<file path="config.mk">
export PLATFORM = sky130hd
export DESIGN_NAME = mersenne31_field_alu
export DESIGN_NICKNAME = d
export VERILOG_FILES = /design/src/hdl/m31alu_pkg.sv /design/src/hdl/m31alu_cell.sv /design/src/hdl/m31alu_out.sv /design/src/hdl/mersenne31_field_alu.sv
export VERILOG_INCLUDE_DIRS = /design/src /design/src/hdl
export SDC_FILE = /design/constraint.sdc
export NUM_CORES = 1
export LEC_CHECK = 0
export ABC_AREA = 0
export BUFFER_PORTS_ARGS = -buffer_cell sky130_fd_sc_hd__buf_2
export CELL_PAD_IN_SITES_DETAIL_PLACEMENT = 0
export CELL_PAD_IN_SITES_GLOBAL_PLACEMENT = 1
export CORE_UTILIZATION = 52
export DETAILED_ROUTE_END_ITERATION = 16
export GPL_TIMING_DRIVEN = 0
export PLACE_DENSITY_LB_ADDON = 0.1
export SLEW_MARGIN = 40
export SYNTH_ARGS = -nofsm -noshare
export SYNTH_HDL_FRONTEND = slang
export SYNTH_SLANG_ARGS = --single-unit
export TNS_END_PERCENT = 100
</file>
<file path="constraint.sdc">
create_clock -name aclk -period 6.6 [get_ports aclk]
set_input_delay 0.33 -clock aclk [delete_from_list [all_inputs] [get_ports aclk]]
set_output_delay 0.33 -clock aclk [all_outputs]
set_load 0.005 [all_outputs]
</file>
<file path="src/hdl/mersenne31_field_alu_defines.svh">
// Assertion macros shared by the GF(31) ALU.
`ifndef MERSENNE31_FIELD_ALU_DEFINES_SVH
`define MERSENNE31_FIELD_ALU_DEFINES_SVH

// Same-cycle implication, disabled while reset is asserted.
`define M31_ASSERT_IMP(label, clk, rstn, ante, cons, msg) \
    label: assert property (@(posedge clk) disable iff (!(rstn)) (ante) |-> (cons)) \
        else $error(msg);

// Next-cycle implication, disabled while reset is asserted.
`define M31_ASSERT_NXT(label, clk, rstn, ante, cons, msg) \
    label: assert property (@(posedge clk) disable iff (!(rstn)) (ante) |=> (cons)) \
        else $error(msg);

`endif

</file>
<file path="src/hdl/m31alu_pkg.sv">
package m31alu_pkg;

    localparam int unsigned FIELD_W   = 5;
    localparam int unsigned PROD_W    = 2 * FIELD_W;
    localparam int unsigned CMD_W     = 3;
    localparam int unsigned NUM_CELLS = FIELD_W;

    localparam logic [CMD_W-1:0] CMD_ADD    = 3'd0;
    localparam logic [CMD_W-1:0] CMD_SUB    = 3'd1;
    localparam logic [CMD_W-1:0] CMD_MUL    = 3'd2;
    localparam logic [CMD_W-1:0] CMD_DBL    = 3'd3;
    localparam logic [CMD_W-1:0] CMD_MULADD = 3'd4;

    localparam logic [FIELD_W-1:0] FIELD_ALT_ZERO = 5'd31;

    // One word as it travels down the chain of cells.
    typedef struct packed {
        logic [CMD_W-1:0]   cmd;
        logic [FIELD_W-1:0] a;
        logic [FIELD_W-1:0] b;
        logic [PROD_W-1:0]  prod;
        logic [FIELD_W-1:0] macc;
    } stage_t;

    // Fold a 6-bit sum of at most 62 back to five bits (end-around carry).
    function automatic logic [FIELD_W-1:0] fold6(input logic [FIELD_W:0] s);
        return s[FIELD_W-1:0] + {{(FIELD_W-1){1'b0}}, s[FIELD_W]};
    endfunction

    // Fold a full 10-bit product to five bits.
    function automatic logic [FIELD_W-1:0] fold10(input logic [PROD_W-1:0] v);
        logic [FIELD_W:0] s;
        s = {1'b0, v[FIELD_W-1:0]} + {1'b0, v[PROD_W-1:FIELD_W]};
        return fold6(s);
    endfunction

    // Rotate a field word left by sh bits (sh below FIELD_W).
    function automatic logic [FIELD_W-1:0] rotl(input logic [FIELD_W-1:0] x,
                                                input logic [2:0] sh);
        logic [PROD_W-1:0] w;
        w = {x, x} << sh;
        return w[PROD_W-1:FIELD_W];
    endfunction

endpackage

</file>
<file path="src/hdl/m31alu_cell.sv">
module m31alu_cell #(
    parameter int unsigned BIT_IDX = 0
) (
    input  logic               aclk,
    input  logic               aresetn,
    input  logic               en,
    input  logic               in_valid,
    input  m31alu_pkg::stage_t in_data,
    output logic               out_valid,
    output m31alu_pkg::stage_t out_data
);
    import m31alu_pkg::*;

    logic                 valid_reg;
    stage_t               data_reg;
    stage_t               data_next;
    logic [PROD_W-1:0]    pp;
    logic [FIELD_W-1:0]   rot;

    // Each cell consumes one bit of b: it adds the shifted partial product
    // to the full product and the rotated one to the folded accumulator.
    always_comb begin
        pp  = in_data.b[BIT_IDX] ? (PROD_W'(in_data.a) << BIT_IDX) : '0;
        rot = in_data.b[BIT_IDX] ? rotl(in_data.a, 3'(BIT_IDX)) : '0;
        data_next      = in_data;
        data_next.prod = in_data.prod + pp;
        data_next.macc = fold6({1'b0, in_data.macc} + {1'b0, rot});
    end

    always_ff @(posedge aclk) begin
        if (!aresetn) begin
            valid_reg <= 1'b0;
        end else if (en) begin
            valid_reg <= in_valid;
        end
    end

    always_ff @(posedge aclk) begin
        if (en) begin
            data_reg <= data_next;
        end
    end

    assign out_valid = valid_reg;
    assign out_data  = data_reg;

endmodule

</file>
<file path="src/hdl/m31alu_out.sv">
module m31alu_out (
    input  logic                          aclk,
    input  logic                          aresetn,
    input  logic                          en,
    input  logic                          in_valid,
    input  m31alu_pkg::stage_t            in_data,
    output logic                          m_valid,
    output logic [m31alu_pkg::FIELD_W-1:0] m_result
);
    import m31alu_pkg::*;

    logic               valid_reg;
    logic [FIELD_W-1:0] result_reg;
    logic [FIELD_W-1:0] result_next;
    logic [FIELD_W-1:0] sum;

    // Add and subtract share one end-around adder; subtract uses ~b.
    always_comb begin
        if (in_data.cmd == CMD_SUB) begin
            sum = fold6({1'b0, in_data.a} + {1'b0, ~in_data.b});
        end else begin
            sum = fold6({1'b0, in_data.a} + {1'b0, in_data.b});
        end
    end

    always_comb begin
        unique case (in_data.cmd) inside
            CMD_ADD, CMD_SUB: result_next = (sum == FIELD_ALT_ZERO) ? '0 : sum;
            CMD_MUL:          result_next = fold10(in_data.prod);
            CMD_DBL:          result_next = rotl(in_data.a, 3'd1);
            CMD_MULADD:       result_next = in_data.macc;
            default:          result_next = '0;
        endcase
    end

    always_ff @(posedge aclk) begin
        if (!aresetn) begin
            valid_reg <= 1'b0;
        end else if (en) begin
            valid_reg <= in_valid;
        end
    end

    always_ff @(posedge aclk) begin
        if (en) begin
            result_reg <= result_next;
        end
    end

    assign m_valid  = valid_reg;
    assign m_result = result_reg;

endmodule

</file>
<file path="src/hdl/mersenne31_field_alu.sv">
// GF(31) field ALU: each input word carries an opcode and two 5-bit
// operands and yields exactly one 5-bit result word, in order. The code 31
// is accepted as a second encoding of zero; add and subtract always return
// 0..30, while multiply, double and interleaved multiply may return 31 for
// zero. Opcodes 5 to 7 return 0. The block accepts one word per clock cycle
// while the chain advances. Between acceptance and a valid result lie five
// cells, one per bit of operand b, each adding one partial product, and an
// output register that performs the final reduction. The whole chain advances
// together and only stalls while a finished result waits on m_ready.
module mersenne31_field_alu (
    input  logic                           aclk,
    input  logic                           aresetn,
    input  logic                           s_valid,
    output logic                           s_ready,
    input  logic [m31alu_pkg::CMD_W-1:0]   s_cmd,
    input  logic [m31alu_pkg::FIELD_W-1:0] s_operand_a,
    input  logic [m31alu_pkg::FIELD_W-1:0] s_operand_b,
    output logic                           m_valid,
    input  logic                           m_ready,
    output logic [m31alu_pkg::FIELD_W-1:0] m_result
);
    import m31alu_pkg::*;

    `include "mersenne31_field_alu_defines.svh"

    // Chain advance: everything moves unless the output holds an untaken word.
    logic   en;
    logic   stage_valid [NUM_CELLS+1];
    stage_t stage_data  [NUM_CELLS+1];

    assign en      = !m_valid || m_ready;
    assign s_ready = aresetn && en;

    // The accumulators enter the chain cleared.
    assign stage_valid[0] = s_valid;
    assign stage_data[0]  = '{cmd: s_cmd, a: s_operand_a, b: s_operand_b,
                              prod: '0, macc: '0};

    // One cell per bit of b; cell i handles bit i.
    for (genvar i = 0; i < NUM_CELLS; i++) begin : g_cell
        m31alu_cell #(
            .BIT_IDX (i)
        ) u_cell (
            .aclk      (aclk),
            .aresetn   (aresetn),
            .en        (en),
            .in_valid  (stage_valid[i]),
            .in_data   (stage_data[i]),
            .out_valid (stage_valid[i+1]),
            .out_data  (stage_data[i+1])
        );
    end

    // Final reduction and result register.
    m31alu_out u_out (
        .aclk     (aclk),
        .aresetn  (aresetn),
        .en       (en),
        .in_valid (stage_valid[NUM_CELLS]),
        .in_data  (stage_data[NUM_CELLS]),
        .m_valid  (m_valid),
        .m_result (m_result)
    );

    // Reference product for checking the last cell's accumulated product.
    logic [PROD_W-1:0] last_prod_chk;
    logic              last_is_addsub;
    logic              last_valid;
    logic              last_adv;
    logic              addsub_adv;
    logic              prod_ok;
    logic              result_canon;

    assign last_prod_chk  = PROD_W'(stage_data[NUM_CELLS].a) * PROD_W'(stage_data[NUM_CELLS].b);
    assign last_is_addsub = (stage_data[NUM_CELLS].cmd == CMD_ADD) ||
                            (stage_data[NUM_CELLS].cmd == CMD_SUB);
    assign last_valid     = stage_valid[NUM_CELLS];
    assign last_adv       = last_valid && en;
    assign addsub_adv     = last_adv && last_is_addsub;
    assign prod_ok        = (stage_data[NUM_CELLS].prod == last_prod_chk);
    assign result_canon   = (m_result != FIELD_ALT_ZERO);

    // The chain of cells must have accumulated the complete product.
    `M31_ASSERT_IMP(a_prod_full, aclk, aresetn, last_valid, prod_ok, "partial product lost")
    // Add and subtract never emit the alternate encoding of zero.
    `M31_ASSERT_NXT(a_addsub_canon, aclk, aresetn, addsub_adv, result_canon, "add/sub gave 31")
    // A word leaving the last cell always lands in the output register.
    `M31_ASSERT_NXT(a_out_load, aclk, aresetn, last_adv, m_valid, "word dropped at output stage")

endmodule

</file>
# After elaboration in Yosys (flattened, before gate mapping)
# Cells that the tools add are included.
# W data, S select, Z words.
[word_totals]
regBits = 146
latchBits = 0
mem_bits_rw = 0
mem_bits_ro = 0
in_bits = 17
output_inout_bits = 7
word_cells = 72
mem_count = 0
[classes]
add_sub_neg = 18
mul = 0
n_div = 0
magnitude_cmp = 0
eq_ne = 5
shift = 0
n_mux = 11
bitwise_logic = 1
reduce_logical = 5
[op_table]
columns = ["cell", "count"]
rows = [
  ["$add A5 B5 Y6", 7],
  ["$add A10 B10 Y10", 4],
  ["$add A5 B1 Y5", 7],
  ["$mux W5", 6],
  ["$pmux W5 S4", 1],
  ["$mux W9", 1],
  ["$mux W8", 1],
  ["$mux W7", 1],
  ["$eq A3 B2 Y1 const B", 2],
  ["$mux W6", 1],
  ["$eq A5 B5 Y1 const B", 1],
  ["$not A5 Y5", 1],
  ["$eq A3 B1 Y1 const B", 1],
  ["$eq A3 B3 Y1 const B", 1],
  ["$logic_not A3 Y1", 1],
  ["$reduce_or A2 Y1", 1],
  ["$logic_and A1 B1 Y1", 1],
  ["$logic_not A1 Y1", 1],
  ["$logic_or A1 B1 Y1", 1],
]

# Longest topological paths before layout
# Gate-level depths: netlist (run 1).
[depth]
depth_word = 7
depth_mapped = 15
depth_no_buf = 14

# Cells and area by module
# Synthesis (run 1) repeated with hierarchy kept, for this count alone.
[hier_totals]
hier_cells = 717
hier_area_um2 = 8794.7
[modules_own_cells]
columns = ["module", "n_inst", "cells_per_inst", "area_each_um2", "seq_area_each_um2"]
rows = [
  ["m31alu_cell (g_cell[1].u_cell)", 1, 122, 1545.2, 860.8],
  ["m31alu_cell (g_cell[2].u_cell)", 1, 115, 1515.2, 860.8],
  ["m31alu_cell (g_cell[0].u_cell)", 1, 114, 1490.2, 860.8],
  ["m31alu_cell (g_cell[3].u_cell)", 1, 107, 1467.7, 860.8],
  ["m31alu_cell (g_cell[4].u_cell)", 1, 104, 1420.1, 860.8],
  ["m31alu_out", 1, 152, 1330.0, 170.2],
  ["mersenne31_field_alu", 1, 3, 26.3, 0.0],
]

# Worst setup path before layout (run 1)
# Ideal clock, no wire load.
[synth_timing]
path_kind = "input port to output port"
startpoint = "input port m_ready"
endpoint = "output port s_ready"
arrival_ns = 4.602
t_required_ns = 6.270
path_slack_ns = 1.668
cell_stages = 3
path_buffers = 1
path_cell_list = "nand2b_1 -> clkbuf_1 -> and2_1"
[synth_between]
elab_chain_cells = 2
[synth_lines]
columns = ["item", "line", "rtl"]
rows = [
  ["from (decl)", "mersenne31_field_alu.sv:19", "input logic m_ready,"],
  ["$logic_or A1 B1 Y1", "mersenne31_field_alu.sv:31", "assign en = !m_valid || m_ready;"],
  ["$logic_and A1 B1 Y1", "mersenne31_field_alu.sv:32", "assign s_ready = aresetn && en;"],
  ["to (decl)", "mersenne31_field_alu.sv:14", "output logic s_ready,"],
]
# No other way between the ends.

# Worst setup path after layout (run 1)
[layout_timing]
startpoint = "register g_cell[4].u_cell.data_reg, in the netlist g_cell[4].u_cell.out_data[21]"
endpoint = "register u_out.result_reg[0] (netlist: u_out.m_result[0]), data pin"
[layout_between]
elab_chain_cells = 6
elab_cells_between_ends = 8
classes_between = "add/sub (4); eq/ne (1); mux (3)"
[layout_lines]
columns = ["item", "line", "rtl"]
rows = [
  ["from (decl)", "m31alu_cell.sv:15", "stage_t data_reg;"],
  ["from (signal assigned)", "m31alu_cell.sv:40", "data_reg <= data_next;"],
  ["$add A5 B5 Y6, on equally long branches", "m31alu_out.sv:22, m31alu_out.sv:20", ""],
  ["$add A5 B1 Y5", "m31alu_pkg.sv:27", "return s[FIELD_W-1:0] + {{(FIELD_W-1){1'b0}}, s[FIELD_W]};"],
  ["$mux W5 *", "m31alu_out.sv:19", "if (in_data.cmd == CMD_SUB) begin"],
  ["$eq A5 B5 Y1", "m31alu_out.sv:28", "CMD_ADD, CMD_SUB: result_next = (sum == FIELD_ALT_ZERO) ? '0 : sum;"],
  ["$mux W5 *", "m31alu_out.sv:28", ""],
  ["$pmux W5 S4 *", "m31alu_out.sv:27", "unique case (in_data.cmd) inside"],
  ["net u_out.result_next[0]", "m31alu_out.sv:14", "logic [FIELD_W-1:0] result_next;"],
  ["to (signal assigned)", "m31alu_out.sv:46", "result_reg <= result_next;"],
  ["to (decl)", "m31alu_out.sv:13", "logic [FIELD_W-1:0] result_reg;"],
]
# Mark *: on every way through the listed nets, which the timed path passes. The rest lies on a longest branch.
# A chain may end at the register's enable or synchronous reset.

==> results of run 1 <==
registers in the layout, summed over array words and instances (netlist names):
name                     cells
u_out.m_result               5
g_cell.u_cell.out_valid      5
g_cell.u_cell.out_data     124
u_out.m_valid                1
power by group through the flow:
stage	logic [mW]	registers, mW	clock network, mW
after floorplan	0.448	1.17	0
after global placement	0.562	1.19	0
after detailed placement	0.579	1.20	0
after CTS	0.587	1.18	0.891
after global routing	0.656	1.19	0.929
final	0.577	1.18	0.873
metrics by stage:
stage | area [um^2] | hold slack [ns] | util (%)
floorplan | 6840 | 0.400 | -
global placement | 7170 | 0.402 | 56.4
detailed placement | 7260 | 0.405 | 57.1
CTS | 7820 | 0.0702 | 61.5
global route | 7820 | 0.0711 | 61.5
finish | 7820 | 0.0881 | 61.5
cell usage after synthesis, drive strengths merged:
master / count
edfxtp: 129
ha: 64
inv: 37
xnor2: 37
a21oi: 30
and2: 22
a21o: 20
nand2: 15
nand3: 15
nor2b: 14
xor2: 13
fa: 11
nand2b: 11
o21ai: 11
mux2i: 10
nor2: 10
dfxtp: 6
nor3: 6
nor4: 5
buf: 4
and3: 3
o41ai: 3
clkbuf: 2
nor3b: 2
o31a: 2
a2111o: 1
a21boi: 1
a221oi: 1
a2bb2oi: 1
a311oi: 1
a31oi: 1
o211ai: 1
o21bai: 1
o221ai: 1
o22a: 1
o32ai: 1
or2: 1
or3b: 1
metal layers:
layer	vias to the layer above	global-route usage, %	wire length (um)
li1	1899	-	-
met1	1695	19.3	4500
met2	62	29.5	5350
met3	28	5.19	312
met4	0	9.11	323
met5	-	0	0
layout make-up:
type | count | area, um^2
Inverter | 37 | 139
Tap cell | 172 | 215
Clock inverter | 12 | 120
Timing Repair Buffer | 27 | 203
Clock buffer | 20 | 437
Fill cell | 1026 | 4900
Multi-Input combinational cell | 317 | 2680
Buffer | 6 | 36.3
Sequential cell | 135 | 3990
logic make-up after synthesis:
logic type | Yosys count | synth area share [%]
buffers and inverters | 43 | 2.51
xor gates and xnor gates | 50 | 6.62
adders and majority gates | 75 | 14.9
DFF | 135 | 58.4
muxes | 10 | 1.46
and+or+nand+nor | 105 | 8.69
AOI/OAI and AO/OA | 77 | 7.43
worst max path at each step:
stage	startpoint	end	slack [ns]	depth (start not counted)
floorplan	m_ready	s_ready	1.67	3
global placement	m_ready	u_out.m_valid$_SDFFE_PN0N_	0.38	4
detailed placement	g_cell[4].u_cell.out_data[21]$_DFFE_PN_	u_out.m_result[1]$_DFFE_PN_	3.22	13
CTS	g_cell[4].u_cell.out_data[21]$_DFFE_PN_	u_out.m_result[0]$_DFFE_PN_	3.19	13
global route	g_cell[4].u_cell.out_data[21]$_DFFE_PN_	u_out.m_result[3]$_DFFE_PN_	2.94	13
finish	g_cell[4].u_cell.out_data[21]$_DFFE_PN_	u_out.m_result[0]$_DFFE_PN_	3.15	13
worst max-delay path: stages, from the launching register on:
cell and delay (ns):
edfxtp_1 0.51, ha_1 0.39, or3b_4 0.42, nand3_1 0.14, a21oi_1 0.09, o21bai_1 0.15, ha_1 0.20, ha_1 0.24
inv_1 0.09, nor2_1 0.19, o221ai_1 0.17, a21oi_2 0.21, a221oi_2 0.08, o41ai_1 0.35
==> results.py, run 1 <==
metrics = {
    "sta": {
        "finalSetupViolCount": 0,
        "postLayoutSetupSlackWorst_ns": 3.15,
        "rsz0062_at_grt": "false",
        "skew_ns": 0.00613,
        "tns_ns": 0,
        "timing.fmax_mhz": 290,
        "maxSlewHeadroom_pct": 64.2,
        "drv_slew": 0,
        "period_share_pct": 52.3,
        "hold_viol": 0,
        "tightest_slew_ns": 0.536,
        "period_minus_slack_ns": 3.45,
    },
    "yosys": {
        "synth_nets": 587,
        "yosysTopAreaCellShare_pct": 56.6,
        "yosysSeqAreaShare_pct": 58.4,
        "synth_area_leader_cell": "edfxtp_1",
        "postSynthAreaPerCell_um2": 13.8,
        "syn_area_um2": 6840,
        "yosys_warnings": 0,
        "synth-seq-cells": 135,
        "ys_top_cells_by_area": "edfxtp_1, ha_1, xnor2_1",
        "syn_inst": 495,
        "synthDistinctLibCells": 48,
    },
    "critical_path": {
        "start_kind": "flip-flop",
        "r2r-start": "g_cell[4].u_cell.out_data[21]$_DFFE_PN_",
        "r2r_end": "u_out.m_result[0]$_DFFE_PN_",
        "cp.required_ns": 6.81,
        "crit_fanout": 5,
        "critPathCaptureType": "flip-flop",
        "critical_path_class": "reg -> reg",
        "worst_r2r_path_depth": 13,
        "r2r_setup_slack_ns": 3.15,
        "cp.arrival_ns": 3.66,
    },
    "worst_hold_path": {
        "hold_path.class": "in -> reg",
        "min_from": "s_cmd[2]",
        "holdPathEnd": "g_cell[0].u_cell.out_data[27]$_DFFE_PN_",
        "hold-path-cell-count": 1,
    },
    "floorplan": {
        "die_h_um": 117,
        "die_area_um2": 13600,
        "fp-row-count": 41,
        "core_area_um2": 12700,
        "ios": 24,
        "initial_core_util_pct": 53.8,
        "die_w_um": 117,
    },
    "clock_network": {
        "cts_made_buffers": 17,
        "path_clk_slew_ns": 0.06,
        "cts_sinks": 135,
        "tritoncts": "yes",
        "clockRootBuffer": "clkbuf_16",
        "postCtsHoldBufs": 0,
        "clk-insertion-delay-late_ns": 0.41,
        "ctsResizeCount": 0,
        "postCtsSetupBuffers": 0,
        "htreeDepth": 4,
        "cts_buffer_depth": 2,
    },
    "layout": {
        "final_cells": 726,
        "final_cell_mix": "edfxtp_1, ha_1, inv_1",
        "n_antenna_cell": 0,
        "nNetsFinal": 633,
        "final_common_cell": "edfxtp_1",
        "area_growth_pct": 14.3,
        "layout-drive-gt1-share_pct": 12.8,
    },
    "drt": {
        "num_vias": 3684,
        "final_antenna_net_count": 0,
        "drc_errors": 0,
        "routed_wl_mm": 10.5,
        "viasPerCell": 5.07,
        "dr.pass1.iters": 4,
        "drtIter0Drc": 170,
        "wire_per_inst_um": 14.4,
    },
    "power_and_ir_drop": {
        "power_frac_comb_pct": 22.0,
        "p_sw_mw": 0.711,
        "totalPowerFinal_mw": 2.63,
        "clockPowerShare_pct": 33.2,
        "p_leak_nw": 3.44,
        "p_per_area_nw_per_um2": 336,
        "intPower_mw": 1.92,
        "ir_worst_vdd_v": 0.000226,
        "seqPwrFrac_pct": 44.8,
        "switching_share_pct": 27.1,
    },
    "placed_design": {
        "portBuffers": 23,
        "place_ws_ns": 3.22,
        "dp.cells": 694,
        "gp_congestion": 0.805,
        "hpwl_mm": 8.13,
    },
    "grt": {
        "grt_pass1_vias": 3573,
        "grt_antenna_before_repair": 0,
        "grt_max_degree": 33,
        "overflow": 0,
        "grt_pass1_wl_mm": 17.0,
        "grt_use_total_pct": 17.2,
    },
    "status": {
        "outcome": "finished, final reports clean",
    },
    "flow_run": {
        "maxCapViolCount": 0,
    },
}
No activity file was read; power rests on OpenSTA's default activity.
==> run 2: changes to the inputs <==
CORE_UTILIZATION = 47   (was 52)
clock period = 2.75 ns   (was 6.6 ns; I/O delays follow)
==> results.py, run 2 (synthesized netlist as in run 1, its figures left out) <==
metrics = {
    "status": {
        "outcome": "finished, violations left",
        "failed_checks": "setup timing",
    },
    "critical_path": {
        "cpLargestDelayFamily": "compound AO/OA/AOI/OAI gates",
        "r2r_end": "u_out.m_result[3]$_DFFE_PN_",
        "cp.buffers_inverters": 3,
        "critical_path_class": "reg -> reg",
        "r2r_setup_slack_ns": -0.31,
        "cp.required_ns": 2.98,
        "r2r-start": "g_cell[4].u_cell.out_data[22]$_DFFE_PN_",
        "worst_r2r_path_depth": 15,
        "start_kind": "flip-flop",
        "cp.arrival_ns": 3.29,
        "crit_fanout": 5,
        "critPathCaptureType": "flip-flop",
        "cp_slowest_cell": "edfxtp_1",
        "cp_cell_sequence": "ha_4 > buf_8 > nand2b_4 > nand3_4 > a21oi_2 > o21bai_1 > ha_2 > ha_4 > inv_4 > nor3_2 > a2111o_1 > a21oi_2 > a221oi_2 > buf_4 > o41ai_2",
        "cp_slowest_stage_delay_ns": 0.44,
    },
    "layout": {
        "layout-drive-gt1-share_pct": 19.5,
        "final_cells": 764,
        "area_growth_pct": 20.4,
        "nNetsFinal": 663,
        "fin_area_um2": 8230,
        "n_antenna_cell": 0,
        "largest_register_ffs": 124,
        "final_cell_mix": "edfxtp_1, ha_1, xnor2_1",
        "final_common_cell": "edfxtp_1",
    },
    "worst_hold_path": {
        "hold-path-cell-count": 3,
        "min_from": "s_valid",
        "holdPathEnd": "g_cell[0].u_cell.out_valid$_SDFFE_PN0N_",
        "hold_path.class": "in -> reg",
    },
    "floorplan": {
        "fp-row-count": 43,
        "die_w_um": 123,
        "core_area_um2": 14000,
        "die_area_um2": 15000,
        "die_h_um": 123,
        "ios": 24,
        "initial_core_util_pct": 48.7,
    },
    "power_and_ir_drop": {
        "clockPowerShare_pct": 32.8,
        "switching_share_pct": 27.4,
        "p_sw_mw": 1.76,
        "p_per_area_nw_per_um2": 778,
        "p_leak_nw": 3.60,
        "seqPwrFrac_pct": 44.0,
        "ir_worst_vdd_v": 0.000519,
        "intPower_mw": 4.65,
        "power_frac_comb_pct": 23.2,
    },
    "placed_design": {
        "gp_congestion": 0.830,
        "hpwl_mm": 7.92,
        "portBuffers": 23,
        "dp.cells": 700,
        "placed_cell_area_um2": 7300,
    },
    "drt": {
        "final_antenna_net_count": 0,
        "routed_wl_mm": 11.0,
        "dr.pass1.iters": 4,
        "drtIter0Drc": 178,
        "viasPerCell": 4.99,
        "wire_per_inst_um": 14.4,
        "num_vias": 3815,
        "drc_errors": 0,
    },
    "sta": {
        "maxSlewHeadroom_pct": 60.6,
        "timing.fmax_mhz": 327,
        "period_share_pct": 111,
        "hold_viol": 0,
        "drv_slew": 0,
        "tightest_slew_ns": 0.590,
        "finalSetupViolCount": 5,
        "skew_ns": 0.0108,
        "postLayoutSetupSlackWorst_ns": -0.311,
        "hold-worst-slack_ns": 0.0206,
        "period_minus_slack_ns": 3.06,
        "rsz0062_at_grt": "true",
    },
    "grt": {
        "overflow": 0,
        "grt_use_total_pct": 16.3,
        "grt_pass1_vias": 3896,
        "grt_antenna_before_repair": 0,
        "grt_max_degree": 60,
        "grt_pass1_wl_mm": 18.1,
    },
    "clock_network": {
        "path_clk_slew_ns": 0.06,
        "tritoncts": "yes",
        "cts_sinks": 135,
        "cts_buffer_depth": 2,
        "clockRootBuffer": "clkbuf_16",
        "cts_made_buffers": 17,
        "clk-insertion-delay-late_ns": 0.41,
        "htreeDepth": 4,
    },
    "flow_run": {
        "maxCapViolCount": 0,
    },
}
run 2: changes by cell type in the layout (fill, tap and decap cells not counted), sizes merged:
cell / before / now
buf: 31 / 47
dlygate4sd3: 0 / 14
bufinv: 1 / 0
clkbuf: 22 / 23
clkinv: 4 / 3
clkinvlp: 2 / 3
run 2: timing repair:
item / CTS / global route
buffers inserted: 16 / 3
pin swaps: 6 / 9
hold buffers: 14 / 0
endpoints found under the hold margin: 16 / 0
setup endpoints to repair: 5 / 5
resized for setup: 19 / 4
run 2: area by class of cell:
cell class,count,area (um^2)
fill,1107,5810
sequential,135,3990
multi-input combinational,317,2830
clock buffer,21,472
timing repair buffer,57,438
tap,180,225
inverter,37,141
clock inverter,11,88.8
buffer,6,48.8
run 2: worst reg2reg max path: stages, from the launching register on:
cell and delay (ns):
edfxtp_1 0.44, ha_4 0.31, buf_8 0.10, nand2b_4 0.13
nand3_4 0.08, a21oi_2 0.11, o21bai_1 0.09, ha_2 0.21
ha_4 0.19, inv_4 0.07, nor3_2 0.04, a2111o_1 0.43
a21oi_2 0.19, a221oi_2 0.05, buf_4 0.17, o41ai_2 0.27
run 2: power groups by stage:
stage          sequential [mW]  clock, mW  combinational [mW]
6_report                  2.82       2.10                1.49
3_3_place_gp              2.87          0                1.37
3_5_place_dp              2.86          0                1.41
2_1_floorplan             2.81          0                1.09
4_1_cts                   2.82       2.15                1.50
5_1_grt                   2.85       2.24                1.68
run 2: per-stage QoR:
| stage | util [%] | setup slack [ns] | setup TNS [ns] | power (mW) |
|---|---|---|---|---|
| after floorplan | - | -0.0281 | -0.105 | 3.90 |
| after global placement | 51.6 | -0.450 | -49.02 | 4.24 |
| after detailed placement | 52.0 | -0.480 | -2.17 | 4.27 |
| after CTS | 58.4 | -0.222 | -1.06 | 6.47 |
| after global routing | 58.6 | -0.396 | -1.86 | 6.77 |
| final | 58.6 | -0.311 | -1.28 | 6.40 |
run 2: how the worst max path moves through the flow:
stage / start / end / slack [ns] / cells after the start
floorplan: g_cell[4].u_cell.out_data[16]$_DFFE_PN_ / u_out.m_result[0]$_DFFE_PN_ / -0.03 / 14
global route: g_cell[4].u_cell.out_data[22]$_DFFE_PN_ / u_out.m_result[1]$_DFFE_PN_ / -0.40 / 15
detailed placement: g_cell[4].u_cell.out_data[21]$_DFFE_PN_ / u_out.m_result[1]$_DFFE_PN_ / -0.48 / 12
global placement: u_out.m_valid$_SDFFE_PN0N_ / u_out.m_valid$_SDFFE_PN0N_ / -0.45 / 3
finish: g_cell[4].u_cell.out_data[22]$_DFFE_PN_ / u_out.m_result[3]$_DFFE_PN_ / -0.31 / 15
CTS: g_cell[4].u_cell.out_data[16]$_DFFE_PN_ / u_out.m_result[1]$_DFFE_PN_ / -0.22 / 15
run 2: routing by layer:
| metal | vias to the layer above | global-route usage, % | share of wire [%] |
|---|---|---|---|
| met5 | - | 0 | 0 |
| met4 | 0 | 7.32 | 2.0 |
| met3 | 18 | 4.83 | 2.4 |
| met2 | 50 | 28.5 | 51 |
| met1 | 1796 | 18.4 | 45 |
| li1 | 1951 | - | - |
==> run 3: changes to the inputs <==
CORE_UTILIZATION = 40   (was 47)
==> results.py, run 3 (synthesized netlist as in run 1, its figures left out) <==
metrics = {
    "drt": {
        "num_vias": 3828,
        "wire_per_inst_um": 14.2,
        "drc_errors": 0,
        "dr.pass1.iters": 4,
        "final_antenna_net_count": 0,
        "routed_wl_mm": 11.4,
        "viasPerCell": 4.74,
        "drtIter0Drc": 184,
    },
    "sta": {
        "period_minus_slack_ns": 3.03,
        "finalSetupViolCount": 5,
        "maxSlewHeadroom_pct": 59.9,
        "drv_slew": 0,
        "tns_ns": -1.31,
        "hold_viol": 0,
        "postLayoutSetupSlackWorst_ns": -0.284,
        "skew_ns": 0.00832,
        "timing.fmax_mhz": 330,
        "tightest_slew_ns": 0.597,
        "period_share_pct": 110,
        "rsz0062_at_grt": "true",
    },
    "placed_design": {
        "placed_cell_area_um2": 7350,
        "gp_congestion": 0.844,
        "hpwl_mm": 8.20,
        "portBuffers": 23,
    },
    "grt": {
        "grt_max_degree": 62,
        "grt_pass1_wl_mm": 19.1,
        "grt_use_total_pct": 14.3,
        "overflow": 0,
        "grt_pass1_vias": 3970,
        "grt_antenna_before_repair": 0,
    },
    "clock_network": {
        "clk-insertion-delay-late_ns": 0.42,
        "cts_buffer_depth": 2,
        "htreeDepth": 4,
        "clockRootBuffer": "clkbuf_16",
        "tritoncts": "yes",
        "cts_sinks": 135,
        "cts_made_buffers": 17,
        "path_clk_slew_ns": 0.06,
    },
    "floorplan": {
        "ios": 24,
        "die_area_um2": 17600,
        "initial_core_util_pct": 41.1,
        "die_w_um": 133,
        "die_h_um": 133,
        "core_area_um2": 16600,
        "fp-row-count": 47,
    },
    "critical_path": {
        "worst_r2r_path_depth": 15,
        "r2r_end": "u_out.m_result[0]$_DFFE_PN_",
        "r2r_setup_slack_ns": -0.28,
        "start_kind": "flip-flop",
        "cp_slowest_cell": "edfxtp_1",
        "critPathCaptureType": "flip-flop",
        "critical_path_class": "reg -> reg",
        "cp_slowest_stage_delay_ns": 0.44,
        "crit_fanout": 5,
        "r2r-start": "g_cell[4].u_cell.out_data[22]$_DFFE_PN_",
        "cp_cell_sequence": "ha_4 > buf_8 > nand2b_4 > nand3_4 > a21oi_2 > o21bai_1 > ha_2 > ha_4 > inv_4 > nor3_2 > a2111o_1 > a21oi_2 > a221oi_2 > buf_4 > o41ai_2",
        "crit_start": "g_cell[4].u_cell.out_data[22]$_DFFE_PN_",
        "crit_end": "u_out.m_result[0]$_DFFE_PN_",
        "cp.required_ns": 2.98,
        "cp.arrival_ns": 3.26,
    },
    "flow_run": {
        "maxCapViolCount": 0,
    },
    "layout": {
        "final_cell_mix": "edfxtp_1, ha_1, xnor2_1",
        "final_common_cell": "edfxtp_1",
        "final_util_pct": 50.3,
        "area_growth_pct": 22.5,
        "largest_register_ffs": 124,
        "layout-drive-gt1-share_pct": 20.6,
        "n_antenna_cell": 0,
        "fin_area_um2": 8380,
        "nNetsFinal": 666,
    },
    "power_and_ir_drop": {
        "ir_worst_vdd_v": 0.000448,
        "p_per_area_nw_per_um2": 777,
        "p_leak_nw": 3.64,
    },
    "status": {
        "outcome": "finished, violations left",
        "failed_checks": "setup timing",
    },
    "worst_hold_path": {
        "hold_path.class": "in -> reg",
    },
}
run 3: worst max-delay path, delay by kind of cell, from the launching register on:
kind	cells	cell delay [ns]
adders and majority gates	3	0.71
buffers and inverters	3	0.35
and+or+nand+nor	3	0.26
DFF	1	0.44
AOI/OAI and AO/OA	6	1.10
run 3: worst min-delay path by stage:
| stage | startpoint | end | slack (ns) | cells past startpoint |
|---|---|---|---|---|
| 3_3_place_gp | s_operand_b[1] | g_cell[0].u_cell.out_data[16]$_DFFE_PN_ | 0.31 | 1 |
| 4_1_cts | m_ready | g_cell[0].u_cell.out_data[25]$_DFFE_PN_ | 0.36 | 3 |
| 2_1_floorplan | s_operand_b[0] | g_cell[0].u_cell.out_data[15]$_DFFE_PN_ | 0.24 | 0 |
| 5_1_grt | m_ready | g_cell[0].u_cell.out_data[25]$_DFFE_PN_ | 0.39 | 3 |
| 6_report | m_ready | g_cell[0].u_cell.out_data[25]$_DFFE_PN_ | 0.37 | 3 |
| 3_5_place_dp | s_operand_b[1] | g_cell[0].u_cell.out_data[16]$_DFFE_PN_ | 0.32 | 1 |
run 3: power breakdown:
part           leakage (nW)  internal (mW)  total, mW  switching (mW)
logic                  1.91          0.743       1.51           0.768
clock network         0.285           1.28       2.18           0.895
registers              1.45           2.67       2.82           0.149
total                  3.64           4.70       6.51            1.81
run 3: stage by stage:
step	power [mW]	cells	setup WS, ns	hold WS (ns)
after global placement	4.26	738	-0.504	0.314
final	6.51	807	-0.284	0.369
after detailed placement	4.27	740	-0.472	0.316
after global routing	6.93	807	-0.391	0.388
after CTS	6.57	803	-0.244	0.359
after floorplan	3.90	495	-0.0281	0.236
run 3: cell type report:
class / count / area (um^2)
Clock inverter: 12 / 103
Sequential cell: 135 / 3990
Multi-Input combinational cell: 317 / 2870
Buffer: 6 / 52.6
Inverter: 37 / 145
Fill cell: 1435 / 8260
Timing Repair Buffer: 60 / 465
Clock buffer: 20 / 478
Tap cell: 220 / 275
run 3: repair_timing:
action / in CTS / in global routing
buffers inserted: 15 / 4
hold buffers: 16 / 0
hold endpoints to repair: 20 / 0
gates resized for setup: 18 / 11
setup endpoints to repair: 5 / 5
pin swaps: 8 / 9
run 3: layer usage:
metal / up-vias / track usage (%) / share of wire [%]
li1: 1965 / - / -
met1: 1798 / 16.1 / 44
met2: 49 / 25.1 / 51
met3: 16 / 4.18 / 2.7
met4: 0 / 6.19 / 1.6
met5: - / 0 / 0
